File: src/hdl/aacs_pkg.sv
`default_nettype none

package aacs_pkg;

  // Field widths fixed by the interface
  localparam int unsigned SEQ_LEN_W = 11;
  localparam int unsigned CYC_W     = 7;
  localparam int unsigned IDX_W     = 4;
  localparam int unsigned OP_W      = 3;
  localparam int unsigned CFG_IDX_W = 3;
  localparam int unsigned CFG_DATA_W = SEQ_LEN_W;
  // Cycle plus a window length (at most 127 + 64) fits this width
  localparam int unsigned CYC_EXT_W = CYC_W + 1;

  // Default array geometry and tile schedule
  localparam int unsigned ARRAY_COLS_DEF        = 16;
  localparam int unsigned ARRAY_ROWS_DEF        = 16;
  localparam int unsigned TILE_CYCLES_DEF       = 72;
  localparam int unsigned MAX_TILES_DEF         = 64;
  localparam int unsigned QK_FIRST_CYCLE_DEF    = 16;
  localparam int unsigned SCORE_FIRST_CYCLE_DEF = 32;

  // Register reset values
  localparam logic [SEQ_LEN_W-1:0] SEQ_LEN_RST   = '0;
  localparam logic [CYC_W-1:0]     MAX_DIFF_RST  = CYC_W'(48);
  localparam logic [CYC_W-1:0]     SUB_MAX_RST   = CYC_W'(49);
  localparam logic [CYC_W-1:0]     SCALE_RST     = CYC_W'(50);
  localparam logic [CYC_W-1:0]     PWL_FIRST_RST = CYC_W'(51);
  localparam logic [CYC_W-1:0]     PWL_LAST_RST  = CYC_W'(54);
  localparam logic [CYC_W-1:0]     ROW_SUM_RST   = CYC_W'(55);
  localparam logic [CYC_W-1:0]     PV_FIRST_RST  = CYC_W'(56);

  typedef enum logic [CFG_IDX_W-1:0] {
    REG_SEQ_LEN   = 3'd0,
    REG_MAX_DIFF  = 3'd1,
    REG_SUB_MAX   = 3'd2,
    REG_SCALE     = 3'd3,
    REG_PWL_FIRST = 3'd4,
    REG_PWL_LAST  = 3'd5,
    REG_ROW_SUM   = 3'd6,
    REG_PV_FIRST  = 3'd7
  } aacs_reg_e;

  typedef enum logic [OP_W-1:0] {
    CMP_RESET      = 3'd0,
    CMP_UPDATE     = 3'd1,
    CMP_PROP_DIFF  = 3'd2,
    CMP_PROP_MAX   = 3'd3,
    CMP_PROP_EXP2  = 3'd4,
    CMP_PROP_ZERO  = 3'd5
  } aacs_cmp_op_e;

  typedef enum logic [OP_W-1:0] {
    DOWN_SUB_MAX = 3'd0,
    DOWN_SCALE   = 3'd1,
    DOWN_PWL     = 3'd2,
    DOWN_ROW_SUM = 3'd3,
    DOWN_PV      = 3'd4
  } aacs_down_op_e;

  // Schedule registers seen by the decoder
  typedef struct packed {
    logic [CYC_W-1:0] max_diff;
    logic [CYC_W-1:0] sub_max;
    logic [CYC_W-1:0] scale;
    logic [CYC_W-1:0] pwl_first;
    logic [CYC_W-1:0] pwl_last;
    logic [CYC_W-1:0] row_sum;
    logic [CYC_W-1:0] pv_first;
  } aacs_sched_t;

  // Plan position for the item being processed
  typedef struct packed {
    logic             active;
    logic [CYC_W-1:0] cycle;
    logic             first_key;
    logic             last;
  } aacs_pos_t;

  typedef struct packed {
    logic              word_valid;
    logic              qry_load;
    logic [IDX_W-1:0]  qry_idx;
    logic              qk_go;
    logic [IDX_W-1:0]  qk_idx;
    logic              cmp_en;
    aacs_cmp_op_e      cmp_op;
    logic [IDX_W-1:0]  cmp_idx;
    logic              down_go;
    aacs_down_op_e     down_op;
    logic [IDX_W-1:0]  down_idx;
    logic              last_of_plan;
  } aacs_word_t;

endpackage

`default_nettype wire

File: src/hdl/aacs_tile_walker.sv
`default_nettype none

module aacs_tile_walker import aacs_pkg::*; #(
  parameter int unsigned ARRAY_COLS  = ARRAY_COLS_DEF,
  parameter int unsigned TILE_CYCLES = TILE_CYCLES_DEF,
  parameter int unsigned MAX_TILES   = MAX_TILES_DEF
) (
  input  wire logic                 clk_i,
  input  wire logic                 rst_ni,
  input  wire logic                 step_i,
  input  wire logic                 restart_i,
  input  wire logic [SEQ_LEN_W-1:0] seq_len_i,
  output aacs_pos_t                 pos_o
);

  localparam int unsigned TileW = (MAX_TILES > 1) ? $clog2(MAX_TILES) : 1;
  localparam int unsigned ColW  = $clog2(ARRAY_COLS + 1);
  localparam int unsigned ProdW = TileW + 1 + ColW;
  localparam int unsigned CmpW  = (ProdW > SEQ_LEN_W) ? ProdW : SEQ_LEN_W;

  logic             running_q, running_d;
  logic [CYC_W-1:0] cyc_q, cyc_d;
  logic [TileW-1:0] key_q, key_d;
  logic [TileW-1:0] qry_q, qry_d;

  logic             running_now;
  logic [CYC_W-1:0] cyc_now;
  logic [TileW-1:0] key_now, qry_now;
  logic             last_cycle, last_key, last_query;

  // Tile t is the last one when (t+1)*cols covers the sequence, or at the cap
  function automatic logic is_last_tile(input logic [TileW-1:0] t,
                                        input logic [SEQ_LEN_W-1:0] s);
    logic [TileW:0]   t_inc;
    logic [CmpW-1:0]  span;
    t_inc = {1'b0, t} + (TileW+1)'(1);
    span  = CmpW'(t_inc) * CmpW'(ARRAY_COLS);
    return (span >= CmpW'(s)) || (t >= TileW'(MAX_TILES - 1));
  endfunction

  always_comb begin
    running_now = (restart_i | running_q) & (seq_len_i != '0);
    cyc_now     = restart_i ? '0 : cyc_q;
    key_now     = restart_i ? '0 : key_q;
    qry_now     = restart_i ? '0 : qry_q;
    last_cycle  = cyc_now >= CYC_W'(TILE_CYCLES - 1);
    last_key    = is_last_tile(key_now, seq_len_i);
    last_query  = is_last_tile(qry_now, seq_len_i);

    pos_o.active    = running_now;
    pos_o.cycle     = cyc_now;
    pos_o.first_key = key_now == '0;
    pos_o.last      = running_now & last_cycle & last_key & last_query;

    running_d = running_now;
    cyc_d     = cyc_now;
    key_d     = key_now;
    qry_d     = qry_now;
    if (running_now) begin
      if (last_cycle && last_key && last_query) begin
        running_d = 1'b0;
        cyc_d     = '0;
        key_d     = '0;
        qry_d     = '0;
      end else if (!last_cycle) begin
        cyc_d = cyc_now + CYC_W'(1);
      end else begin
        cyc_d = '0;
        if (!last_key) begin
          key_d = key_now + TileW'(1);
        end else begin
          key_d = '0;
          qry_d = qry_now + TileW'(1);
        end
      end
    end
  end

  always_ff @(posedge clk_i or negedge rst_ni) begin
    if (!rst_ni) begin
      running_q <= 1'b0;
      cyc_q     <= '0;
      key_q     <= '0;
      qry_q     <= '0;
    end else if (step_i) begin
      running_q <= running_d;
      cyc_q     <= cyc_d;
      key_q     <= key_d;
      qry_q     <= qry_d;
    end
  end

endmodule

`default_nettype wire

File: src/hdl/aacs_word_decoder.sv
`default_nettype none

module aacs_word_decoder import aacs_pkg::*; #(
  parameter int unsigned ARRAY_COLS        = ARRAY_COLS_DEF,
  parameter int unsigned ARRAY_ROWS        = ARRAY_ROWS_DEF,
  parameter int unsigned QK_FIRST_CYCLE    = QK_FIRST_CYCLE_DEF,
  parameter int unsigned SCORE_FIRST_CYCLE = SCORE_FIRST_CYCLE_DEF
) (
  input  aacs_pos_t   pos_i,
  input  aacs_sched_t sched_i,
  output aacs_word_t  word_o
);

  localparam logic [CYC_EXT_W-1:0] QkLo    = CYC_EXT_W'(QK_FIRST_CYCLE);
  localparam logic [CYC_EXT_W-1:0] QkHi    = CYC_EXT_W'(QK_FIRST_CYCLE + ARRAY_COLS);
  localparam logic [CYC_EXT_W-1:0] ScoreLo = CYC_EXT_W'(SCORE_FIRST_CYCLE);
  localparam logic [CYC_EXT_W-1:0] ScoreHi = CYC_EXT_W'(SCORE_FIRST_CYCLE + ARRAY_COLS);

  logic [CYC_W-1:0]     c;
  logic [CYC_EXT_W-1:0] cx;
  logic [CYC_EXT_W-1:0] pv_end;
  logic                 in_pwl, in_pv, in_score;

  always_comb begin
    c        = pos_i.cycle;
    cx       = {1'b0, c};
    pv_end   = {1'b0, sched_i.pv_first} + CYC_EXT_W'(ARRAY_ROWS);
    in_pwl   = (c >= sched_i.pwl_first) && (c <= sched_i.pwl_last);
    in_pv    = (c >= sched_i.pv_first) && (cx < pv_end);
    in_score = (cx >= ScoreLo) && (cx < ScoreHi);

    word_o = '0;
    if (pos_i.active) begin
      word_o.word_valid   = 1'b1;
      word_o.last_of_plan = pos_i.last;

      if (cx < CYC_EXT_W'(ARRAY_COLS)) begin
        word_o.qry_load = 1'b1;
        word_o.qry_idx  = IDX_W'(c);
      end
      if ((cx >= QkLo) && (cx < QkHi)) begin
        word_o.qk_go  = 1'b1;
        word_o.qk_idx = IDX_W'(cx - QkLo);
      end

      // compare unit, highest priority first
      if ((c == '0) && pos_i.first_key) begin
        word_o.cmp_en = 1'b1;
        word_o.cmp_op = CMP_RESET;
      end else if (in_score) begin
        word_o.cmp_en  = 1'b1;
        word_o.cmp_op  = CMP_UPDATE;
        word_o.cmp_idx = IDX_W'(cx - ScoreLo);
      end else if (c == sched_i.max_diff) begin
        word_o.cmp_en = 1'b1;
        word_o.cmp_op = CMP_PROP_DIFF;
      end else if (c == sched_i.sub_max) begin
        word_o.cmp_en = 1'b1;
        word_o.cmp_op = CMP_PROP_MAX;
      end else if (in_pwl) begin
        word_o.cmp_en  = 1'b1;
        word_o.cmp_op  = CMP_PROP_EXP2;
        word_o.cmp_idx = IDX_W'(c - sched_i.pwl_first);
      end else if (c == sched_i.row_sum) begin
        word_o.cmp_en = 1'b1;
        word_o.cmp_op = CMP_PROP_ZERO;
      end

      // down path
      if (c == sched_i.sub_max) begin
        word_o.down_go = 1'b1;
        word_o.down_op = DOWN_SUB_MAX;
      end else if (c == sched_i.scale) begin
        word_o.down_go = 1'b1;
        word_o.down_op = DOWN_SCALE;
      end else if (in_pwl) begin
        word_o.down_go  = 1'b1;
        word_o.down_op  = DOWN_PWL;
        word_o.down_idx = IDX_W'(c - sched_i.pwl_first);
      end else if (c == sched_i.row_sum) begin
        word_o.down_go = 1'b1;
        word_o.down_op = DOWN_ROW_SUM;
      end else if (in_pv) begin
        word_o.down_go  = 1'b1;
        word_o.down_op  = DOWN_PV;
        word_o.down_idx = IDX_W'(c - sched_i.pv_first);
      end
    end
  end

endmodule

`default_nettype wire

File: src/hdl/attention_array_cycle_sequencer_unit.sv
// An input tick is held in the input register, then decoded into the output register.
// Throughput: one tick per cycle unless stalled; input and output registers advance together.
// The input stalls only when both registers are full and the output is stalled.
// Reset (rst_ni low, asynchronous): plan idle, counters zero, both registers empty,
// schedule registers at their defaults (sequence length zero).
`default_nettype none

module attention_array_cycle_sequencer_unit import aacs_pkg::*; #(
  parameter int unsigned ARRAY_COLS        = ARRAY_COLS_DEF,
  parameter int unsigned ARRAY_ROWS        = ARRAY_ROWS_DEF,
  parameter int unsigned TILE_CYCLES       = TILE_CYCLES_DEF,
  parameter int unsigned MAX_TILES         = MAX_TILES_DEF,
  parameter int unsigned QK_FIRST_CYCLE    = QK_FIRST_CYCLE_DEF,
  parameter int unsigned SCORE_FIRST_CYCLE = SCORE_FIRST_CYCLE_DEF
) (
  input  wire logic                  clk_i,
  input  wire logic                  rst_ni,
  // configuration write port
  input  wire logic                  cfg_we_i,
  input  wire logic [CFG_IDX_W-1:0]  cfg_index_i,
  input  wire logic [CFG_DATA_W-1:0] cfg_data_i,
  // tick input
  input  wire logic                  in_valid_i,
  output logic                       in_stall_o,
  input  wire logic                  restart_i,
  // control word output
  output logic                       out_valid_o,
  input  wire logic                  out_stall_i,
  output logic                       word_valid_o,
  output logic                       qry_load_o,
  output logic [IDX_W-1:0]           qry_idx_o,
  output logic                       qk_go_o,
  output logic [IDX_W-1:0]           qk_idx_o,
  output logic                       cmp_en_o,
  output logic [OP_W-1:0]            cmp_op_o,
  output logic [IDX_W-1:0]           cmp_idx_o,
  output logic                       down_go_o,
  output logic [OP_W-1:0]            down_op_o,
  output logic [IDX_W-1:0]           down_idx_o,
  output logic                       last_of_plan_o
);

  // ---------------------------------------------------------------------------
  // Schedule registers; write only while no tick is in flight (the block does not enforce this)
  // ---------------------------------------------------------------------------
  logic [SEQ_LEN_W-1:0] seq_len_q;
  aacs_sched_t          sched_q;

  always_ff @(posedge clk_i or negedge rst_ni) begin
    if (!rst_ni) begin
      seq_len_q         <= SEQ_LEN_RST;
      sched_q.max_diff  <= MAX_DIFF_RST;
      sched_q.sub_max   <= SUB_MAX_RST;
      sched_q.scale     <= SCALE_RST;
      sched_q.pwl_first <= PWL_FIRST_RST;
      sched_q.pwl_last  <= PWL_LAST_RST;
      sched_q.row_sum   <= ROW_SUM_RST;
      sched_q.pv_first  <= PV_FIRST_RST;
    end else if (cfg_we_i) begin
      case (aacs_reg_e'(cfg_index_i))
        REG_SEQ_LEN:   seq_len_q         <= cfg_data_i[SEQ_LEN_W-1:0];
        REG_MAX_DIFF:  sched_q.max_diff  <= cfg_data_i[CYC_W-1:0];
        REG_SUB_MAX:   sched_q.sub_max   <= cfg_data_i[CYC_W-1:0];
        REG_SCALE:     sched_q.scale     <= cfg_data_i[CYC_W-1:0];
        REG_PWL_FIRST: sched_q.pwl_first <= cfg_data_i[CYC_W-1:0];
        REG_PWL_LAST:  sched_q.pwl_last  <= cfg_data_i[CYC_W-1:0];
        REG_ROW_SUM:   sched_q.row_sum   <= cfg_data_i[CYC_W-1:0];
        REG_PV_FIRST:  sched_q.pv_first  <= cfg_data_i[CYC_W-1:0];
        default: ;
      endcase
    end
  end

  // ---------------------------------------------------------------------------
  // Pipeline control: input register -> decode -> output register.
  // advance is high whenever the output register can take a new word;
  // the held tick then moves on and a fresh tick can enter behind it.
  // ---------------------------------------------------------------------------
  logic       in_full_q;
  logic       restart_q;
  logic       out_full_q;
  logic       advance;
  logic       fire;
  logic       in_take;
  aacs_word_t word_q;
  aacs_word_t word_d;
  aacs_pos_t  pos;

  assign advance    = ~out_full_q | ~out_stall_i;
  assign fire       = in_full_q & advance;
  assign in_stall_o = in_full_q & ~advance;
  assign in_take    = in_valid_i & ~in_stall_o;

  always_ff @(posedge clk_i or negedge rst_ni) begin
    if (!rst_ni) begin
      in_full_q  <= 1'b0;
      out_full_q <= 1'b0;
    end else begin
      if (in_take) begin
        in_full_q <= 1'b1;
      end else if (fire) begin
        in_full_q <= 1'b0;
      end
      if (advance) begin
        out_full_q <= in_full_q;
      end
    end
  end

  // payload registers, no reset
  always_ff @(posedge clk_i) begin
    if (in_take) begin
      restart_q <= restart_i;
    end
    if (fire) begin
      word_q <= word_d;
    end
  end

  // Tile and cycle counters; they step once per tick moved to the output
  aacs_tile_walker #(
    .ARRAY_COLS  (ARRAY_COLS),
    .TILE_CYCLES (TILE_CYCLES),
    .MAX_TILES   (MAX_TILES)
  ) u_walker (
    .clk_i     (clk_i),
    .rst_ni    (rst_ni),
    .step_i    (fire),
    .restart_i (restart_q),
    .seq_len_i (seq_len_q),
    .pos_o     (pos)
  );

  // Cycle-number decode into the control word
  aacs_word_decoder #(
    .ARRAY_COLS        (ARRAY_COLS),
    .ARRAY_ROWS        (ARRAY_ROWS),
    .QK_FIRST_CYCLE    (QK_FIRST_CYCLE),
    .SCORE_FIRST_CYCLE (SCORE_FIRST_CYCLE)
  ) u_decoder (
    .pos_i   (pos),
    .sched_i (sched_q),
    .word_o  (word_d)
  );

  // ---------------------------------------------------------------------------
  // Outputs
  // ---------------------------------------------------------------------------
  assign out_valid_o    = out_full_q;
  assign word_valid_o   = word_q.word_valid;
  assign qry_load_o     = word_q.qry_load;
  assign qry_idx_o      = word_q.qry_idx;
  assign qk_go_o        = word_q.qk_go;
  assign qk_idx_o       = word_q.qk_idx;
  assign cmp_en_o       = word_q.cmp_en;
  assign cmp_op_o       = word_q.cmp_op;
  assign cmp_idx_o      = word_q.cmp_idx;
  assign down_go_o      = word_q.down_go;
  assign down_op_o      = word_q.down_op;
  assign down_idx_o     = word_q.down_idx;
  assign last_of_plan_o = word_q.last_of_plan;

  // ---------------------------------------------------------------------------
  // Assertions
  // ---------------------------------------------------------------------------
  // an invalid word carries no wave at all
  a_idle_word_quiet: assert property (@(posedge clk_i) disable iff (!rst_ni)
    (out_valid_o && !word_valid_o) |->
      (!qry_load_o && !qk_go_o && !cmp_en_o && !down_go_o && !last_of_plan_o))
    else $error("invalid word carries an operation");

  // compare reset comes only on cycle zero, alongside the first query wave
  a_cmp_reset_cycle0: assert property (@(posedge clk_i) disable iff (!rst_ni)
    (out_valid_o && cmp_en_o && (cmp_op_o == CMP_RESET)) |->
      (qry_load_o && (qry_idx_o == '0)))
    else $error("compare reset off cycle zero");

  // a tick moved on while the output is held would be lost
  a_no_overrun: assert property (@(posedge clk_i) disable iff (!rst_ni)
    (out_valid_o && out_stall_i) |=> (out_valid_o && $stable(word_q)))
    else $error("stalled control word overwritten");

endmodule

`default_nettype wire
File: config.mk
export PLATFORM = sky130hd
export DESIGN_NAME = attention_array_cycle_sequencer_unit
export DESIGN_NICKNAME = d
export VERILOG_FILES = /design/src/hdl/aacs_pkg.sv /design/src/hdl/aacs_tile_walker.sv /design/src/hdl/aacs_word_decoder.sv /design/src/hdl/attention_array_cycle_sequencer_unit.sv
export SDC_FILE = /design/constraint.sdc
export NUM_CORES = 1
export LEC_CHECK = 0
export ABC_AREA = 1
export BUFFER_PORTS_ARGS = -buffer_cell sky130_fd_sc_hd__buf_2
export CAP_MARGIN = 20
export CORE_MARGIN = 2
export CORE_UTILIZATION = 53
export CTS_CLUSTER_SIZE = 30
export DETAILED_ROUTE_END_ITERATION = 10
export GPL_ROUTABILITY_DRIVEN = 0
export PLACE_DENSITY = 0.77
export SLEW_MARGIN = 10
export SYNTH_ARGS = -nofsm -noshare
export SYNTH_HDL_FRONTEND = slang
export SYNTH_SLANG_ARGS = --single-unit
File: constraint.sdc
create_clock -name clk_i -period 3 [get_ports clk_i]
set_input_delay 0.6 -clock clk_i [delete_from_list [all_inputs] [get_ports clk_i]]
set_output_delay 0.6 -clock clk_i [all_outputs]
set_load 0.02 [all_outputs]
==> impl_metrics.toml, run 1 <==
[setup_path]
cp_top_family = "simple AND/OR/NAND/NOR gates"
worst-setup-path-type = "flop to flop"
required_ns = 3.29
crit_fanout = 6
critPathLaunchType = "flop"
endpoint_kind = "flop"
max_stage_delay_ns = 0.53
path_cells = "nor2_2 -> ha_2 -> nand3_2 -> nor2_2 -> xnor2_1 -> inv_1 -> ha_1 -> nand2_1 -> nand2_1 -> a21oi_4 -> nand4_4 -> buf_4 -> o21ai_1 -> nand3_1 -> a21oi_1"
cp.buffers_inverters = 2
crit_slowest_cell = "edfxtp_1"
crit_arrival_ns = 3.09

[global_route]
top_usage_layer = "met2"
use_met1_pct = 33.92
grt_pass1_wl_mm = 24.54
grt.total_usage_pct = 23.55
grt_start_max_net_pins = 71
grt_overflow = 0
use_met2_pct = 37.04
met3_usage_pct = 3.923
antenna_found_initial = 0
grt_pass1_vias = 4983

[synth]
yosysSeqAreaShare_pct = 44.55
async_flop_share_pct = 73.87
yosys_warnings = 0
syn_inst = 809
synth_area_sq_mm = 0.006628
synth_seq_cells = 111
synth_cell_type_count = 40
syn_nets = 875
syn_area_per_cell_sq_um = 8.192
synth_edf_count = 29
synth_ff_type = "dfrtp_1"

[flow_run]
maxCapViolCount = 0

[routing]
dr.pass1.iters = 5
finalWirelength_mm = 15.26
drt.antenna.violating_nets = 0
drc = 0
vias = 5464
drt_iter0_drc = 487
wire_per_inst_um = 14.59
vias_per_cell = 5.224

[die]
core-area_sq_mm = 0.01211
initial_core_util_pct = 54.72
fp-row-count = 40
fp.dieH_um = 115.8
io_pins = 50
dieArea_sq_mm = 0.01342
die_w_um = 115.8

[placement]
post-dp-hpwl_mm = 10.99
portBuffers = 49
placed_area_sq_mm = 0.007139
preCtsSetupSlack_ns = 0.1170

[clock_tree]
holdBufCountCts = 0
root_buffer = "clkbuf_16"
cts_tree = "done"
h-tree-depth = 3
numCtsBuffers = 9
cts_buffer_depth = 2
clk_latency_ns = 0.36
clk_pin_slew_ns = 0.07
cts_sinks = 111

[sta]
post-route-min-period_ns = 2.801
setup_viol = 0
timing.fmax_mhz = 357.0
finalHoldViolCount = 0
finalCritPeriodShare_pct = 93.37
worstMarginPinSlew_ns = 0.8977
fin_worst_skew_ns = 0.01330
fin_ws_ns = 0.1989
rsz0062_at_grt = "false"
slew_violations = 0
finalSetupTns_ns = 0
slew_headroom_pct = 40.16

[layout]
multi_input_area_sq_mm = 0.003271
ff_latch_area_sq_mm = 0.002953
drive_gt1_share_pct = 18.22
diodes = 0
fill_cells = 1062
stdcell_area_sq_mm = 0.007551
area.growth.synth_to_final_pct = 13.93
final_nets = 939

[pwr]
p_leak_nw = 3.767
vdd_drop_max_mv = 0.2769
p_per_area_mw_per_mm2 = 657.4

[hold_path]
holdCritPathClass = "input pin to asynchronous set/reset pin"

[status]
status = "finished clean"
## final timing paths
check                                         from                       endpoint  slack (ns)  cells past startpoint
setup / recovery               restart_q$_DFFE_PP_  u_walker.key_q[3]$_DFFE_PN0P_        0.20                     15
hold / removal                              rst_ni        sched_q[20]$_DFFE_PN0P_        0.36                      1
setup reg to reg               restart_q$_DFFE_PP_  u_walker.key_q[3]$_DFFE_PN0P_        0.20                     15
hold reg to reg            sched_q[22]$_DFFE_PN1P_        sched_q[22]$_DFFE_PN1P_        0.49                      2
max in group asynchronous                   rst_ni        sched_q[32]$_DFFE_PN1P_        1.86                      2
min in group clk_i                       restart_i            restart_q$_DFFE_PP_        0.43                      1
## sequential cells by signal (all words and copies together), names as in the netlist
name,count
last_of_plan_o,1
cmp_idx_o,4
qk_go_o,1
cmp_en_o,1
down_go_o,1
down_op_o,3
restart_q,1
in_full_q,1
qry_idx_o,4
u_walker.key_q,6
down_idx_o,4
word_valid_o,1
seq_len_q,11
u_walker.cyc_q,7
u_walker.running_q,1
sched_q,49
u_walker.qry_q,6
out_valid_o,1
qry_load_o,1
cmp_op_o,3
qk_idx_o,4
## through the flow
step / power [W] / util, % / hold WS [ns] / instances
after global placement: 0.003609 / 58.95 / 0.4663 / 1026
after CTS: 0.004934 / 61.54 / 0.4009 / 1042
after detailed placement: 0.003661 / 58.95 / 0.4764 / 1026
final: 0.004964 / 62.34 / 0.3574 / 1046
after global routing: 0.005282 / 62.34 / 0.4365 / 1046
after floorplan: 0.003230 / - / 0.3044 / 809
## report_power, final
part	switching, W	internal [W]	total (W)
clock network	0.000574	0.000701	0.00127
registers	0.000181	0.00191	0.00209
logic	0.00102	0.000585	0.00160
total	0.00177	0.00319	0.00496
## cell families after synthesis
kind of cell / after synthesis / synth area share [%]
AND/OR/NAND/NOR: 370 / 24.41
AO/OA/AOI/OAI: 126 / 9.930
buffers and inverters: 118 / 7.174
flip-flops: 111 / 44.55
adder cells (fa/ha/maj): 46 / 8.911
XOR/XNOR: 38 / 5.022
## cell type report
class                      instances  share of cell area, %
clock buffer                      10                  3.314
clock inverter                     6                 0.8451
inverter                          99                  4.954
multi-input combinational        581                  43.31
sequential                       111                  39.11
tap                              168                  2.784
timing repair buffer              71                  5.684
## cell usage after synthesis (all sizes together) (3+ instances only)
cell type	count	area (sq um)
clkbuf	12	45.04
or2	3	18.77
nor3	11	65.06
xor2	17	148.9
nor2	110	442.9
nand3	45	240.2
nand2	188	753.2
buf	7	56.30
edfxtp	29	870.8
o21a	3	22.52
inv	99	374.1
dfrtp	58	1451
ha	44	550.5
xnor2	21	183.9
dfstp	24	630.6
nand4	10	77.57
a21oi	36	183.9
o21ai	82	414.2
## per-layer routing
metal / vias to the layer above / routed length [um]
met5: - / 0
met4: 0 / 197
met3: 14 / 923
met2: 175 / 7001
met1: 2535 / 7134
li1: 2740 / -
## timing repair
item / 4_1_cts / 5_1_grt
buffers inserted: 0 / 3
endpoints found under the setup margin: 0 / 11
resized for setup: 0 / 14
## placed cells by master, fill, tap and decap left out, drive strengths merged, types with 2 or more instances in the layout
master,n
a21oi,36
a31oi,2
and2,2
buf,71
clkbuf,10
clkinv,3
dfrtp,58
dfstp,24
edfxtp,29
fa,2
ha,44
inv,101
nand2,188
nand3,45
nand4,11
nor2,110
nor3,11
o21a,3
o21ai,82
or2,3
xnor2,21
xor2,17
No activity file was read; power rests on OpenSTA's default activity.
==> inputs of run 2 (changes only) <==
--- a/config.mk
+++ b/config.mk
@@ -14,6 +14,7 @@
 export DETAILED_ROUTE_END_ITERATION = 10
 export GPL_ROUTABILITY_DRIVEN = 0
 export PLACE_DENSITY = 0.77
+export REMOVE_ABC_BUFFERS = 1
 export SLEW_MARGIN = 10
 export SYNTH_ARGS = -nofsm -noshare
 export SYNTH_HDL_FRONTEND = slang
==> impl_metrics.toml, run 2 (same netlist as run 1, synthesis figures left out) <==
[flow_run]
maxCapViolCount = 0

[sta]
timing.fmax_mhz = 353.5
worstMarginPinSlew_ns = 0.9707
post-route-min-period_ns = 2.829
finalCritPeriodShare_pct = 94.29
fin_worst_skew_ns = 0.009814
slew_headroom_pct = 35.28
slew_violations = 0
setup_viol = 0
finalHoldViolCount = 0
finalSetupTns_ns = 0

[global_route]
grt.total_usage_pct = 23.46
grt_start_max_net_pins = 77
grt_pass1_vias = 4979
antenna_found_initial = 0
grt_pass1_wl_mm = 24.81
grt_overflow = 0

[die]
dieArea_sq_mm = 0.01342
fp-row-count = 40
core-area_sq_mm = 0.01211
die_w_um = 115.8
io_pins = 50
fp.dieH_um = 115.8
initial_core_util_pct = 54.72

[layout]
final_nets = 940
fill_cells = 1070
final_cell_mix = "nand2_1 (171), nor2_1 (97), inv_1 (92)"
fin_cells = 1047
largest_reg_flops = 49
drive_gt1_share_pct = 18.20
final_common_cell = "nand2_1"
area.growth.synth_to_final_pct = 12.99
largest_register = "sched_q"
reg.largest.list = "sched_q: 49 flops, seq_len_q: 11 flops, u_walker.cyc_q: 7 flops"
diodes = 0

[pwr]
p_leak_nw = 3.747
p_per_area_mw_per_mm2 = 639.6
vdd_drop_max_mv = 0.2746

[setup_path]
crit_fanout = 6
crit_top_cell = "nand3_1"
endpoint_kind = "flop"
required_ns = 3.27
cp_top_family = "simple AND/OR/NAND/NOR gates"
cp.buffers_inverters = 3
worst-setup-path-type = "flop to flop"
reg2reg_depth = 15
crit_arrival_ns = 3.10
critPathLaunchType = "flop"
path_cells = "buf_6 -> nor2_2 -> ha_1 -> nand3_1 -> xor2_2 -> inv_1 -> ha_1 -> nand4_1 -> nand3_1 -> nor2_1 -> nand2_2 -> nand3_1 -> nand2_2 -> buf_4 -> o21ai_0"
critical_path_depth = 15
crit_slowest_cell = "edfxtp_1"
max_stage_delay_ns = 0.54

[clock_tree]
clk_latency_ns = 0.35
cts_tree = "done"
cts_sinks = 111
cts_buffer_depth = 2
h-tree-depth = 3
numCtsBuffers = 9
root_buffer = "clkbuf_16"
clk_pin_slew_ns = 0.07
holdBufCountCts = 0

[routing]
drc = 0
wl_met3_um = 773
wl_met2_mm = 6.572
drt_iter0_drc = 398
dr.pass1.iters = 5
finalWirelength_mm = 14.63
highest_layer = "met4"
met1Wirelength_mm = 6.989
drt.antenna.violating_nets = 0
vias = 5408
wire_per_inst_um = 13.97
vias_per_cell = 5.165

[hold_path]
holdCritPathClass = "input pin to asynchronous set/reset pin"

[placement]
portBuffers = 49
dp_cells = 1024
post-dp-hpwl_mm = 10.37

[status]
status = "finished clean"
==> run 2: cell types whose count changed in the layout (fill, tap and decap cells not counted), sizes merged <==
cell | previous run | this run
clkinv | 3 | 4
inv | 101 | 102
clkbuf | 10 | 9
buf | 71 | 73
bufinv | 1 | 0
nand4 | 11 | 10
==> run 2: timing repair <==
action | CTS | global route
gates resized for setup | 0 | 15
setup endpoints to repair | 0 | 13
hold endpoints to repair | 0 | 0
buffers inserted | 0 | 7
==> run 2: final timing paths <==
kind	endpoint	start	slack, ns
max in group asynchronous	sched_q[33]$_DFFE_PN1P_	rst_ni	1.86
min in group clk_i	restart_q$_DFFE_PP_	restart_i	0.45
min	sched_q[20]$_DFFE_PN0P_	rst_ni	0.39
max	u_walker.running_q$_DFFE_PN0P_	restart_q$_DFFE_PP_	0.17
max reg2reg	u_walker.running_q$_DFFE_PN0P_	restart_q$_DFFE_PP_	0.17
min reg2reg	u_walker.key_q[0]$_DFFE_PN0P_	u_walker.key_q[0]$_DFFE_PN0P_	0.49
==> run 2: final cells by class <==
| class | instances | area (sq um) | share of cell area, % |
|---|---|---|---|
| Clock buffer | 9 | 225.2 | 3.008 |
| Tap cell | 168 | 210.2 | 2.807 |
| Sequential cell | 111 | 2953 | 39.43 |
| Multi-Input combinational cell | 580 | 3248 | 43.38 |
| Timing Repair Buffer | 73 | 431.7 | 5.764 |
| Inverter | 99 | 374.1 | 4.996 |
| Clock inverter | 7 | 46.29 | 0.6182 |
==> run 2: per-stage QoR <==
stage	hold WS [ns]	util (%)	area, sq um	setup WS (ns)	total power, W
finish	0.3909	61.83	7488	0.1712	0.004790
detailed placement	0.4664	58.72	7112	0.09453	0.003629
floorplan	0.3044	-	6526	0.2492	0.003213
global route	0.4384	61.83	7488	-0.01220	0.005134
global placement	0.4649	58.72	7112	0.2095	0.003591
CTS	0.4357	60.96	7383	0.08175	0.004757
==> run 2: routing by layer <==
layer | track usage (%) | up-vias
met1 | 34.89 | 2478
met4 | 8.333 | 0
met2 | 35.32 | 162
li1 | - | 2744
met5 | 0 | -
met3 | 3.295 | 24
==> run 2: power breakdown <==
part / switching (W) / internal (W) / total [W]
logic: 0.000997 / 0.000578 / 0.00158
clock network: 0.000561 / 0.000567 / 0.00113
registers: 0.000180 / 0.00191 / 0.00209
total: 0.00174 / 0.00305 / 0.00479
==> inputs of run 3 (changes only) <==
--- a/config.mk
+++ b/config.mk
@@ -13,7 +13,7 @@
 export CTS_CLUSTER_SIZE = 30
 export DETAILED_ROUTE_END_ITERATION = 10
 export GPL_ROUTABILITY_DRIVEN = 0
-export PLACE_DENSITY = 0.77
+export PLACE_DENSITY = 0.72
 export REMOVE_ABC_BUFFERS = 1
 export SLEW_MARGIN = 10
 export SYNTH_ARGS = -nofsm -noshare
==> impl_metrics.toml, run 3 (same netlist as run 1, synthesis figures left out) <==
[status]
status = "finished clean"

[layout]
reg.largest.list = "sched_q: 49 flops, seq_len_q: 11 flops, u_walker.cyc_q: 7 flops"
fin_cells = 1046
final_nets = 939
drive_gt1_share_pct = 18.11
final_common_cell = "nand2_1"
area.growth.synth_to_final_pct = 12.67
diodes = 0
largest_reg_flops = 49
final_cell_mix = "nand2_1 (174), nor2_1 (97), inv_1 (91)"
largest_register = "sched_q"

[die]
die_w_um = 115.8
fp.dieH_um = 115.8
io_pins = 50
initial_core_util_pct = 54.72
dieArea_sq_mm = 0.01342
fp-row-count = 40
core-area_sq_mm = 0.01211

[routing]
vias_per_cell = 5.336
finalWirelength_mm = 15.61
drt.antenna.violating_nets = 0
wire_per_inst_um = 14.93
dr.pass1.iters = 5
drc = 0
drt_iter0_drc = 491
vias = 5581

[global_route]
grt.total_usage_pct = 24.54
grt_overflow = 0
grt_pass1_wl_mm = 25.72
grt_start_max_net_pins = 80
antenna_found_initial = 0
grt_pass1_vias = 5306

[sta]
fin_ws_ns = 0.2035
slew_violations = 0
post-route-min-period_ns = 2.797
timing.fmax_mhz = 357.6
slew_headroom_pct = 33.80
finalHoldViolCount = 0
finalCritPeriodShare_pct = 93.22
worstMarginPinSlew_ns = 0.9930
setup_viol = 0
fin_worst_skew_ns = 0.01040

[clock_tree]
h-tree-depth = 3
clk_pin_slew_ns = 0.08
cts_tree = "done"
holdBufCountCts = 0
cts_sinks = 111
clk_latency_ns = 0.36
cts_buffer_depth = 2
numCtsBuffers = 9
root_buffer = "clkbuf_16"

[placement]
preCtsSetupSlack_ns = 0.07784
dp_cells = 1023
portBuffers = 49
post-dp-hpwl_mm = 11.47

[setup_path]
critPathLaunchType = "flop"
required_ns = 3.28
crit_fanout = 6
endpoint_kind = "flop"
worst-setup-path-type = "flop to flop"
crit_arrival_ns = 3.08

[pwr]
p_leak_nw = 3.720
p_per_area_mw_per_mm2 = 646.7
vdd_drop_max_mv = 0.3596

[flow_run]
maxCapViolCount = 0

[hold_path]
holdCritPathClass = "input pin to asynchronous set/reset pin"
## run 3: path summary, 6_finish.rpt
path	from	to	slack (ns)	cells past startpoint
setup / recovery	restart_q$_DFFE_PP_	u_walker.key_q[5]$_DFFE_PN0P_	0.20	15
hold / removal	rst_ni	sched_q[17]$_DFFE_PN0P_	0.37	1
setup reg to reg	restart_q$_DFFE_PP_	u_walker.key_q[5]$_DFFE_PN0P_	0.20	15
hold reg to reg	sched_q[15]$_DFFE_PN1P_	sched_q[15]$_DFFE_PN1P_	0.50	2
max in group asynchronous	rst_ni	sched_q[39]$_DFFE_PN1P_	1.89	2
min in group clk_i	restart_i	restart_q$_DFFE_PP_	0.45	1
## run 3: metrics by stage
| stage | instance area (sq um) | setup TNS [ns] | utilization, % | power (W) | hold WS, ns |
|---|---|---|---|---|---|
| 2_1_floorplan | 6526 | 0 | - | 0.003213 | 0.3044 |
| 3_3_place_gp | 7104 | 0 | 58.66 | 0.003592 | 0.4665 |
| 3_5_place_dp | 7104 | 0 | 58.66 | 0.003662 | 0.4763 |
| 4_1_cts | 7378 | 0 | 60.92 | 0.004796 | 0.4404 |
| 5_1_grt | 7467 | -0.05907 | 61.65 | 0.005156 | 0.4441 |
| 6_report | 7467 | 0 | 61.65 | 0.004829 | 0.3745 |
## run 3: layer usage
| metal | global-route usage (%) | routed length [um] |
|---|---|---|
| met1 | 35.29 | 7206 |
| met2 | 39.14 | 7341 |
| met3 | 3.086 | 873 |
| met4 | 7.619 | 193 |
| met5 | 0 | 0 |
## run 3: timing repair
item | CTS | global route
setup buffers | 0 | 7
resized for setup | 0 | 14
setup endpoints to repair | 0 | 13
## run 3: power breakdown
part / internal [W] / switching [W] / total [W]
Sequential: 0.00191 / 0.000187 / 0.00209
Combinational: 0.000579 / 0.00102 / 0.00160
Clock: 0.000576 / 0.000563 / 0.00114
Total: 0.00306 / 0.00177 / 0.00483
## run 3: worst max-delay path, stage by stage, from the launching register on
cell	delay, ns
edfxtp_1	0.49
nor2_2	0.20
ha_1	0.23
nand3_2	0.09
nor2_2	0.13
xnor2_1	0.19
inv_1	0.08
ha_1	0.29
nand2_1	0.07
nand2_1	0.06
a21oi_2	0.16
nand4_4	0.14
buf_4	0.17
o21ai_1	0.15
nand3_1	0.10
a21oi_1	0.17
## run 3: cell type report
| type | instances | area, sq um |
|---|---|---|
| Fill cell | 1065 | 4644 |
| Multi-Input combinational cell | 580 | 3229 |
| Sequential cell | 111 | 2953 |
| Timing Repair Buffer | 72 | 424.2 |
| Inverter | 99 | 376.6 |
| Clock buffer | 11 | 232.7 |
| Tap cell | 168 | 210.2 |
| Clock inverter | 5 | 41.29 |
